File: config.mk
export PLATFORM = sky130hd
export DESIGN_NAME = deadline_sleep_queue_flat
export DESIGN_NICKNAME = d
export VERILOG_FILES = /design/src/sv/dsq_pkg.sv /design/src/sv/dsq_ifs.sv /design/src/sv/dsq_ctrl.sv /design/src/sv/dsq_datapath.sv /design/src/sv/deadline_sleep_queue.sv /design/src/flat_wrapper.sv
export SDC_FILE = /design/constraint.sdc
export NUM_CORES = 2
export LEC_CHECK = 0
export ABC_AREA = 1
export BUFFER_PORTS_ARGS = -buffer_cell sky130_fd_sc_hd__buf_2
export CORE_MARGIN = 2
export CORE_UTILIZATION = 47
export CTS_BUF_LIST = sky130_fd_sc_hd__clkbuf_8
export CTS_CLUSTER_SIZE = 25
export DETAILED_ROUTE_END_ITERATION = 8
export HOLD_SLACK_MARGIN = 0.08
export SLEW_MARGIN = 20
export SYNTH_ARGS = -nofsm -noshare
export SYNTH_HDL_FRONTEND = slang
export SYNTH_SLANG_ARGS = --single-unit
File: constraint.sdc
create_clock -name clk -period 5.8 [get_ports clk]
set_input_delay 0.87 -clock clk [delete_from_list [all_inputs] [get_ports clk]]
set_output_delay 0.87 -clock clk [all_outputs]
set_load 0.01 [all_outputs]
File: src/sv/dsq_pkg.sv
// shared types, constants and codes for the deadline sleep queue
package dsq_pkg;

  localparam int DL_W        = 64;
  localparam int DUR_W       = 32;
  localparam int PRI_W       = 6;
  localparam int TID_W       = 8;
  localparam int MAX_RESULTS = 16;
  localparam int NRES_W      = $clog2(MAX_RESULTS + 1);

  typedef logic [DL_W-1:0] deadline_t;

  // saturation value for deadlines
  localparam deadline_t DL_MAX = '1;

  // input action codes
  localparam logic ACT_TICK  = 1'b0;
  localparam logic ACT_SLEEP = 1'b1;

  // result event codes
  localparam logic EV_WOKEN  = 1'b0;
  localparam logic EV_REJECT = 1'b1;

  typedef struct packed {
    deadline_t          deadline;
    logic [PRI_W-1:0]   prio;
    logic [TID_W-1:0]   owner;
  } entry_t;

  typedef enum logic [2:0] {
    ST_IDLE,
    ST_INS_RD,
    ST_INS_CMP,
    ST_TCK_RD,
    ST_TCK_CMP,
    ST_TCK_FIN,
    ST_REJ
  } state_t;

  typedef struct packed {
    logic accept;
    logic rd_en;
    logic rd_head;
    logic wr_en;
    logic wr_new;
    logic walk_dec;
    logic count_inc;
    logic pop;
    logic push;
    logic push_rej;
    logic push_last;
    logic pend_load;
    logic pend_clear;
  } dsq_cmd_t;

  typedef struct packed {
    logic is_sleep;
    logic dur_zero;
    logic full;
    logic walk_zero;
    logic goes_before;
    logic due;
    logic pend_valid;
    logic out_free;
    logic tick_stop;
  } dsq_sts_t;

endpackage

File: src/sv/dsq_ifs.sv
// request and response channel interfaces
interface dsq_req_if;
  import dsq_pkg::*;
  logic               valid;
  logic               ready;
  logic               action;
  logic [DUR_W-1:0]   sleep_ticks;
  logic [PRI_W-1:0]   priority_req;
  logic [TID_W-1:0]   thread_id;
  modport source (output valid, action, sleep_ticks, priority_req, thread_id, input ready);
  modport sink (input valid, action, sleep_ticks, priority_req, thread_id, output ready);
endinterface

interface dsq_rsp_if;
  import dsq_pkg::*;
  logic               valid;
  logic               ready;
  logic               event_res;
  logic [TID_W-1:0]   woken_id;
  logic               last;
  modport source (output valid, event_res, woken_id, last, input ready);
  modport sink (input valid, event_res, woken_id, last, output ready);
endinterface

File: src/sv/dsq_ctrl.sv
// sequencer for insert walks, tick releases and result pushes
module dsq_ctrl (
  input  logic              clk,
  input  logic              rst,
  input  logic              in_valid,
  output logic              in_ready,
  input  dsq_pkg::dsq_sts_t sts,
  output dsq_pkg::dsq_cmd_t cmd
);
  import dsq_pkg::*;

  state_t state;
  state_t state_next;

  always_ff @(posedge clk) begin
    if (rst) begin
      state <= ST_IDLE;
    end else begin
      state <= state_next;
    end
  end

  always_comb begin
    cmd        = '0;
    state_next = state;
    in_ready   = (state == ST_IDLE);
    unique case (state)
      ST_IDLE: begin
        if (in_valid) begin
          cmd.accept = 1'b1;
          if (!sts.is_sleep) begin
            state_next = ST_TCK_RD;
          end else if (sts.dur_zero) begin
            state_next = ST_IDLE;
          end else if (sts.full) begin
            state_next = ST_REJ;
          end else begin
            state_next = ST_INS_RD;
          end
        end
      end
      ST_INS_RD: begin
        if (sts.walk_zero) begin
          cmd.wr_en     = 1'b1;
          cmd.wr_new    = 1'b1;
          cmd.count_inc = 1'b1;
          state_next    = ST_IDLE;
        end else begin
          cmd.rd_en  = 1'b1;
          state_next = ST_INS_CMP;
        end
      end
      ST_INS_CMP: begin
        // shift the older entry up one slot, or drop the new item here
        if (sts.goes_before) begin
          cmd.wr_en    = 1'b1;
          cmd.walk_dec = 1'b1;
          state_next   = ST_INS_RD;
        end else begin
          cmd.wr_en     = 1'b1;
          cmd.wr_new    = 1'b1;
          cmd.count_inc = 1'b1;
          state_next    = ST_IDLE;
        end
      end
      ST_TCK_RD: begin
        if (sts.tick_stop) begin
          state_next = ST_TCK_FIN;
        end else begin
          cmd.rd_en   = 1'b1;
          cmd.rd_head = 1'b1;
          state_next  = ST_TCK_CMP;
        end
      end
      ST_TCK_CMP: begin
        if (!sts.due) begin
          state_next = ST_TCK_FIN;
        end else if (!sts.pend_valid || sts.out_free) begin
          // the held release is not the last one, send it
          cmd.push      = sts.pend_valid;
          cmd.pend_load = 1'b1;
          cmd.pop       = 1'b1;
          state_next    = ST_TCK_RD;
        end
      end
      ST_TCK_FIN: begin
        if (!sts.pend_valid) begin
          state_next = ST_IDLE;
        end else if (sts.out_free) begin
          cmd.push       = 1'b1;
          cmd.push_last  = 1'b1;
          cmd.pend_clear = 1'b1;
          state_next     = ST_IDLE;
        end
      end
      ST_REJ: begin
        if (sts.out_free) begin
          cmd.push      = 1'b1;
          cmd.push_rej  = 1'b1;
          cmd.push_last = 1'b1;
          state_next    = ST_IDLE;
        end
      end
      default: begin
        state_next = ST_IDLE;
      end
    endcase
  end

endmodule

File: src/sv/dsq_datapath.sv
// queue memory, tick counter, walk counters and output register
module dsq_datapath #(
  parameter int QUEUE_DEPTH = 16
) (
  input  logic                      clk,
  input  logic                      rst,
  input  logic                      action,
  input  logic [dsq_pkg::DUR_W-1:0] sleep_ticks,
  input  logic [dsq_pkg::PRI_W-1:0] priority_req,
  input  logic [dsq_pkg::TID_W-1:0] thread_id,
  input  dsq_pkg::dsq_cmd_t         cmd,
  output dsq_pkg::dsq_sts_t         sts,
  output logic                      out_valid,
  input  logic                      out_ready,
  output logic                      event_res,
  output logic [dsq_pkg::TID_W-1:0] woken_id,
  output logic                      last
);
  import dsq_pkg::*;

  localparam int IDX_W = $clog2(QUEUE_DEPTH);
  localparam int CNT_W = $clog2(QUEUE_DEPTH + 1);
  localparam logic [IDX_W:0]     DEPTH_X = (IDX_W + 1)'(QUEUE_DEPTH);
  localparam logic [CNT_W-1:0]   DEPTH_C = CNT_W'(QUEUE_DEPTH);
  localparam logic [NRES_W-1:0]  MAX_C   = NRES_W'(MAX_RESULTS);

  function automatic logic [IDX_W-1:0] wrap_idx(input logic [IDX_W-1:0] base,
                                                input logic [IDX_W-1:0] off);
    logic [IDX_W:0] s;
    s = {1'b0, base} + {1'b0, off};
    if (s >= DEPTH_X) begin
      s = s - DEPTH_X;
    end
    return s[IDX_W-1:0];
  endfunction

  entry_t             mem [QUEUE_DEPTH];
  entry_t             rd_data;
  entry_t             new_ent;
  deadline_t          tick_count;
  logic [IDX_W-1:0]   head;
  logic [CNT_W-1:0]   count;
  logic [CNT_W-1:0]   walk;
  logic [NRES_W-1:0]  nrel;
  logic               pend_valid;
  logic [TID_W-1:0]   pend_id;

  logic [CNT_W-1:0]   walk_m1;
  logic [IDX_W-1:0]   rd_addr;
  logic [IDX_W-1:0]   wr_addr;
  entry_t             wr_data;
  logic [DL_W:0]      dl_sum;
  deadline_t          dl_sat;

  assign walk_m1 = walk - CNT_W'(1);
  assign rd_addr = cmd.rd_head ? head : wrap_idx(head, walk_m1[IDX_W-1:0]);
  assign wr_addr = wrap_idx(head, walk[IDX_W-1:0]);
  assign wr_data = cmd.wr_new ? new_ent : rd_data;

  // saturating deadline
  assign dl_sum = {1'b0, tick_count} + (DL_W + 1)'(sleep_ticks);
  assign dl_sat = dl_sum[DL_W] ? DL_MAX : dl_sum[DL_W-1:0];

  always_ff @(posedge clk) begin
    if (cmd.wr_en) begin
      mem[wr_addr] <= wr_data;
    end
    if (cmd.rd_en) begin
      rd_data <= mem[rd_addr];
    end
  end

  always_ff @(posedge clk) begin
    if (cmd.accept) begin
      new_ent.deadline <= dl_sat;
      new_ent.prio     <= priority_req;
      new_ent.owner    <= thread_id;
      walk             <= count;
      nrel             <= '0;
    end else begin
      if (cmd.walk_dec) begin
        walk <= walk_m1;
      end
      if (cmd.pop) begin
        nrel <= nrel + NRES_W'(1);
      end
    end
    if (cmd.pend_load) begin
      pend_id <= rd_data.owner;
    end
    if (cmd.push) begin
      event_res <= cmd.push_rej ? EV_REJECT : EV_WOKEN;
      woken_id  <= cmd.push_rej ? new_ent.owner : pend_id;
      last      <= cmd.push_last;
    end
  end

  always_ff @(posedge clk) begin
    if (rst) begin
      tick_count <= '0;
      head       <= '0;
      count      <= '0;
      pend_valid <= 1'b0;
      out_valid  <= 1'b0;
    end else begin
      if (cmd.accept && action == ACT_TICK) begin
        tick_count <= tick_count + DL_W'(1);
      end
      if (cmd.count_inc) begin
        count <= count + CNT_W'(1);
      end else if (cmd.pop) begin
        count <= count - CNT_W'(1);
        head  <= wrap_idx(head, IDX_W'(1));
      end
      if (cmd.pend_load) begin
        pend_valid <= 1'b1;
      end else if (cmd.pend_clear) begin
        pend_valid <= 1'b0;
      end
      if (cmd.push) begin
        out_valid <= 1'b1;
      end else if (out_ready) begin
        out_valid <= 1'b0;
      end
    end
  end

  always_comb begin
    sts.is_sleep    = (action == ACT_SLEEP);
    sts.dur_zero    = (sleep_ticks == '0);
    sts.full        = (count == DEPTH_C);
    sts.walk_zero   = (walk == '0);
    sts.goes_before = (new_ent.deadline < rd_data.deadline) ||
                      ((new_ent.deadline == rd_data.deadline) &&
                       (new_ent.prio > rd_data.prio));
    sts.due         = (rd_data.deadline <= tick_count);
    sts.pend_valid  = pend_valid;
    sts.out_free    = !out_valid || out_ready;
    sts.tick_stop   = (count == '0) || (nrel == MAX_C);
  end

endmodule

File: src/sv/deadline_sleep_queue.sv
// sleep item: ignored if its duration is zero, else an insert walk over the single-port queue memory
// that reads and shifts up each queued entry the new one goes before; a rejected item may wait for the output
// tick item: reads and checks the head entry for each release and may wait for the output, at most 16 per tick
// one item in flight at a time; the output register lets the next item in while a result waits
// reset clears the tick counter, queue fill and output register; queue memory is not cleared
module deadline_sleep_queue #(
  parameter int QUEUE_DEPTH = 16
) (
  input  logic      clk,
  input  logic      rst,
  dsq_req_if.sink   req,
  dsq_rsp_if.source rsp
);
  import dsq_pkg::*;

  dsq_cmd_t cmd;
  dsq_sts_t sts;

  dsq_ctrl u_ctrl (
    .clk      (clk),
    .rst      (rst),
    .in_valid (req.valid),
    .in_ready (req.ready),
    .sts      (sts),
    .cmd      (cmd)
  );

  dsq_datapath #(
    .QUEUE_DEPTH (QUEUE_DEPTH)
  ) u_datapath (
    .clk          (clk),
    .rst          (rst),
    .action       (req.action),
    .sleep_ticks  (req.sleep_ticks),
    .priority_req (req.priority_req),
    .thread_id    (req.thread_id),
    .cmd          (cmd),
    .sts          (sts),
    .out_valid    (rsp.valid),
    .out_ready    (rsp.ready),
    .event_res    (rsp.event_res),
    .woken_id     (rsp.woken_id),
    .last         (rsp.last)
  );

endmodule

File: src/flat_wrapper.sv
// flat-port wrapper written by rule: the top's interface ports become plain ports
module deadline_sleep_queue_flat import dsq_pkg::*;
#(
  parameter int QUEUE_DEPTH = 16
)
  (clk, rst, req_valid, req_action, req_sleep_ticks, req_priority_req, req_thread_id, req_ready, rsp_valid, rsp_event_res, rsp_woken_id, rsp_last, rsp_ready);
  dsq_req_if req_i ();
  dsq_rsp_if rsp_i ();
  input  logic clk;
  input  logic rst;
  input wire logic [$bits(req_i.valid)-1:0] req_valid;
  input wire logic [$bits(req_i.action)-1:0] req_action;
  input wire logic [$bits(req_i.sleep_ticks)-1:0] req_sleep_ticks;
  input wire logic [$bits(req_i.priority_req)-1:0] req_priority_req;
  input wire logic [$bits(req_i.thread_id)-1:0] req_thread_id;
  output wire logic [$bits(req_i.ready)-1:0] req_ready;
  output wire logic [$bits(rsp_i.valid)-1:0] rsp_valid;
  output wire logic [$bits(rsp_i.event_res)-1:0] rsp_event_res;
  output wire logic [$bits(rsp_i.woken_id)-1:0] rsp_woken_id;
  output wire logic [$bits(rsp_i.last)-1:0] rsp_last;
  input wire logic [$bits(rsp_i.ready)-1:0] rsp_ready;
  assign req_i.valid = req_valid;
  assign req_i.action = req_action;
  assign req_i.sleep_ticks = req_sleep_ticks;
  assign req_i.priority_req = req_priority_req;
  assign req_i.thread_id = req_thread_id;
  assign req_ready = req_i.ready;
  assign rsp_valid = rsp_i.valid;
  assign rsp_event_res = rsp_i.event_res;
  assign rsp_woken_id = rsp_i.woken_id;
  assign rsp_last = rsp_i.last;
  assign rsp_i.ready = rsp_ready;
  deadline_sleep_queue #(.QUEUE_DEPTH(QUEUE_DEPTH)) u_core (.clk(clk), .rst(rst), .req(req_i), .rsp(rsp_i));
endmodule
==> results.toml <==
[floorplan]
row_count = 140
core_area_um2 = 146000
io_pins = 63
fp.dieH_um = 387
start_util = 0.473
die_area_um2 = 150000
die_w_um = 387

[power]
p_leak_nw = 29.2
max-vdd-ir-drop_uv = 948
p_per_area_nw_per_um2 = 563
finalPower_mw = 43.1

[route]
vias = 47500
wl_per_cell_um = 22.4
totalWireLength_mm = 193
dr.pass1.iters = 5
antenna_left = 0
vias_per_cell = 5.54
drc = 0
drt_iter0_drc = 4112

[timing]
fin_crit_sh = 0.761
period_needed_ns = 4.41
maxSlewHeadroom = 0.285
rsz0062_at_grt = "false"
worst_pin_slew_ns = 1.06
timing_max_transition_violations_final = 0
fmax_mhz = 227
hold_viol = 0
setup_viol = 0
tns_ns = 0
fin_worst_skew_ns = 0.0607

[synth]
yosysTopAreaCell = "edfxtp_1"
synthArstFlopShare = 0
synthFlopType = "edfxtp_1"
ys_ff_latch = 1510
synth_edf_count = 1427
yosys.area.top_type_share = 0.621
ys_types = 50
syn_inst = 6292
synthTopCellsByArea = "edfxtp_1 (62%), o211ai_1 (6.8%), nand2_1 (6.8%)"
yosysWarnings = 0
synth.most_common_cell = "edfxtp_1"
yosysSeqAreaShare = 0.646
syn-cell-area_um2 = 69000
syn_nets = 6527
synth_top_cells_by_count = "edfxtp_1 (1427), nand2_1 (1245), inv_1 (968), o211ai_1 (629), nand3_1 (595)"
synth_area_per_cell_um2 = 11.0

[cells_and_area]
fill_cells = 12800
multi_input_area_um2 = 19500
final_layout_size_suffix_gt1_frac = 0.0879
area_delta_synth_final_pct = 11.1
layout.nets = 6697
fin_util = 0.526
instances_no_fill = 8576
ff_latch_area_um2 = 44500

[hold_path]
worstHoldPathCells = 4
hold_path.class = "input pin to flop"

[global_routing]
antenna_found_initial = 4
grt_max_degree = 152
grt_usage = 0.254
grt_pass1_vias = 45400
grt_pass1_wl_mm = 286
grt_overflow = 0

[critical_path]
crit_path_end_kind = "flop"
reg2regPathDepth = 20
crit_path_start_kind = "flop"
crit_chain = "inv_1, ha_1, nand2_1, nor2_1, nand3b_1, nor3b_1, nand3b_1, nor2_1, nand2_1, nand3_1, nand2_4, inv_1, ha_1, a21o_1, a31oi_1, inv_1, nand3_1, nand3_1, nand2_1, nor2_1"
cp_num_cells = 20
critPathArrivalTime_ns = 5.26
required_ns = 6.65
crit_family = "simple AND/OR/NAND/NOR gates"
slowest_delay_ns = 0.57
cp_slowest_cell = "nor3b_1"
path_buf_inv = 3
cp_max_fo = 19
critPathKind = "flop to flop"

[outcome]
status = "finished, final reports clean"

[cts]
clkLatencyLatePin_ns = 1.00
cts_buffers = 241
cts_buffer_depth = 3
htreeDepth = 4
tritoncts = "built"
cts_num_sinks = 1510
cts-root-buf = "clkbuf_8"
clk_pin_slew_ns = 0.07

[run]
maxCapViolations = 0

[placed_design]
hpwl_mm = 107
dp.cells = 8122
place.gp.congestion = 0.994
io_buffers = 62
[kinds of logic (layout without fill, tap and decap cells)]
| group | Yosys count | in the layout | share of synthesized area |
|---|---|---|---|
| AO/OA/AOI/OAI | 1011 | 1011 | 0.0981 |
| XOR/XNOR | 50 | 50 | 0.00646 |
| adder cells (fa/ha/maj) | 184 | 184 | 0.0338 |
| buffers and inverters | 1270 | 1636 | 0.0742 |
| flip-flops | 1510 | 1510 | 0.646 |
| other | 0 | 1 | 0 |
| AND/OR/NAND/NOR | 2267 | 2267 | 0.142 |
[worst reg2reg max path, stage by stage, from the launching register on]
cell and delay (ns):
edfxtp_1 0.38, inv_1 0.07, ha_1 0.30, nand2_1 0.08, nor2_1 0.15, nand3b_1 0.15, nor3b_1 0.58, nand3b_1 0.32
nor2_1 0.17, nand2_1 0.08, nand3_1 0.24, nand2_4 0.09, inv_1 0.50, ha_1 0.40, a21o_1 0.20, a31oi_1 0.21
inv_1 0.07, nand3_1 0.10, nand3_1 0.09, nand2_1 0.07, nor2_1 0.05
[stage by stage]
step	setup slack, ns	hold slack [ns]	instance area [um^2]
after floorplan	0.651	0.427	69000
after global placement	1.41	0.431	72000
after detailed placement	1.49	0.432	72000
after CTS	1.42	0.284	76600
after global routing	1.11	0.376	76600
final	1.39	0.374	76600
[layer usage]
metal | wire length, um | GRT usage | share of wire | vias to the layer above
met5 | 0 | 0 | 0 | -
met4 | 4960 | 0.0786 | 0.026 | 0
met3 | 11400 | 0.0338 | 0.059 | 331
met2 | 89800 | 0.410 | 0.47 | 1587
met1 | 86300 | 0.358 | 0.45 | 23200
li1 | - | - | - | 22400
[placed cells by master, fill, tap and decap left out, types with 154 or more instances in the layout]
master / n
ha_1: 180
edfxtp_1: 1427
clkbuf_8: 244
nor2_1: 219
inv_1: 1053
nand3_1: 595
o21ai_0: 154
nand2_1: 1241
o211ai_1: 629
a21oi_1: 161
[final timing paths]
path                                       from                            to  slack [ns]
setup / recovery  u_core.u_datapath.rd_data[37]    u_core.u_datapath.count[4]        1.39
hold / removal                        rsp_ready   u_core.u_datapath.out_valid        0.37
setup reg to reg  u_core.u_datapath.rd_data[37]    u_core.u_datapath.count[4]        1.39
hold reg to reg    u_core.u_datapath.rd_data[0]  u_core.u_datapath.pend_id[0]        0.45
[area by class of cell]
type | instances | area share
sequential | 1510 | 0.581
clock inverter | 195 | 0.0148
timing repair buffer | 220 | 0.0260
tap | 1917 | 0.0313
multi-input combinational | 3512 | 0.255
inverter | 977 | 0.0481
antenna | 1 | 0.0000327
clock buffer | 244 | 0.0438
[power by group]
part / leakage [nW] / internal (mW) / total, mW / switching, mW
logic: 13.0 / 5.50 / 18.9 / 13.4
clock network: 2.61 / 4.22 / 8.56 / 4.34
registers: 13.6 / 15.2 / 15.7 / 0.447
total: 29.2 / 25.0 / 43.1 / 18.1
[timing repair]
action | CTS | global route
endpoints found under the setup margin | 0 | 0
buffers inserted | 0 | 0
hold buffers | 14 | 0
gates resized for setup | 0 | 0
hold endpoints to repair | 14 | 0
[registers in the layout, indices dropped and copies added (netlist names)]
name                          flops
u_core.u_datapath.event_res       1
u_core.u_datapath.nrel            5
u_core.u_datapath.pend_id         8
u_core.u_datapath.walk            5
u_core.u_ctrl.state               3
u_core.u_datapath.out_valid       1
u_core.u_datapath.rd_data        78
u_core.u_datapath.tick_count     64
u_core.u_datapath.mem          1248
u_core.u_datapath.pend_valid      1
u_core.u_datapath.count           5
u_core.u_datapath.woken_id        8
u_core.u_datapath.last            1
u_core.u_datapath.new_ent        78
u_core.u_datapath.head            4
(Power assumes the default switching activity.)
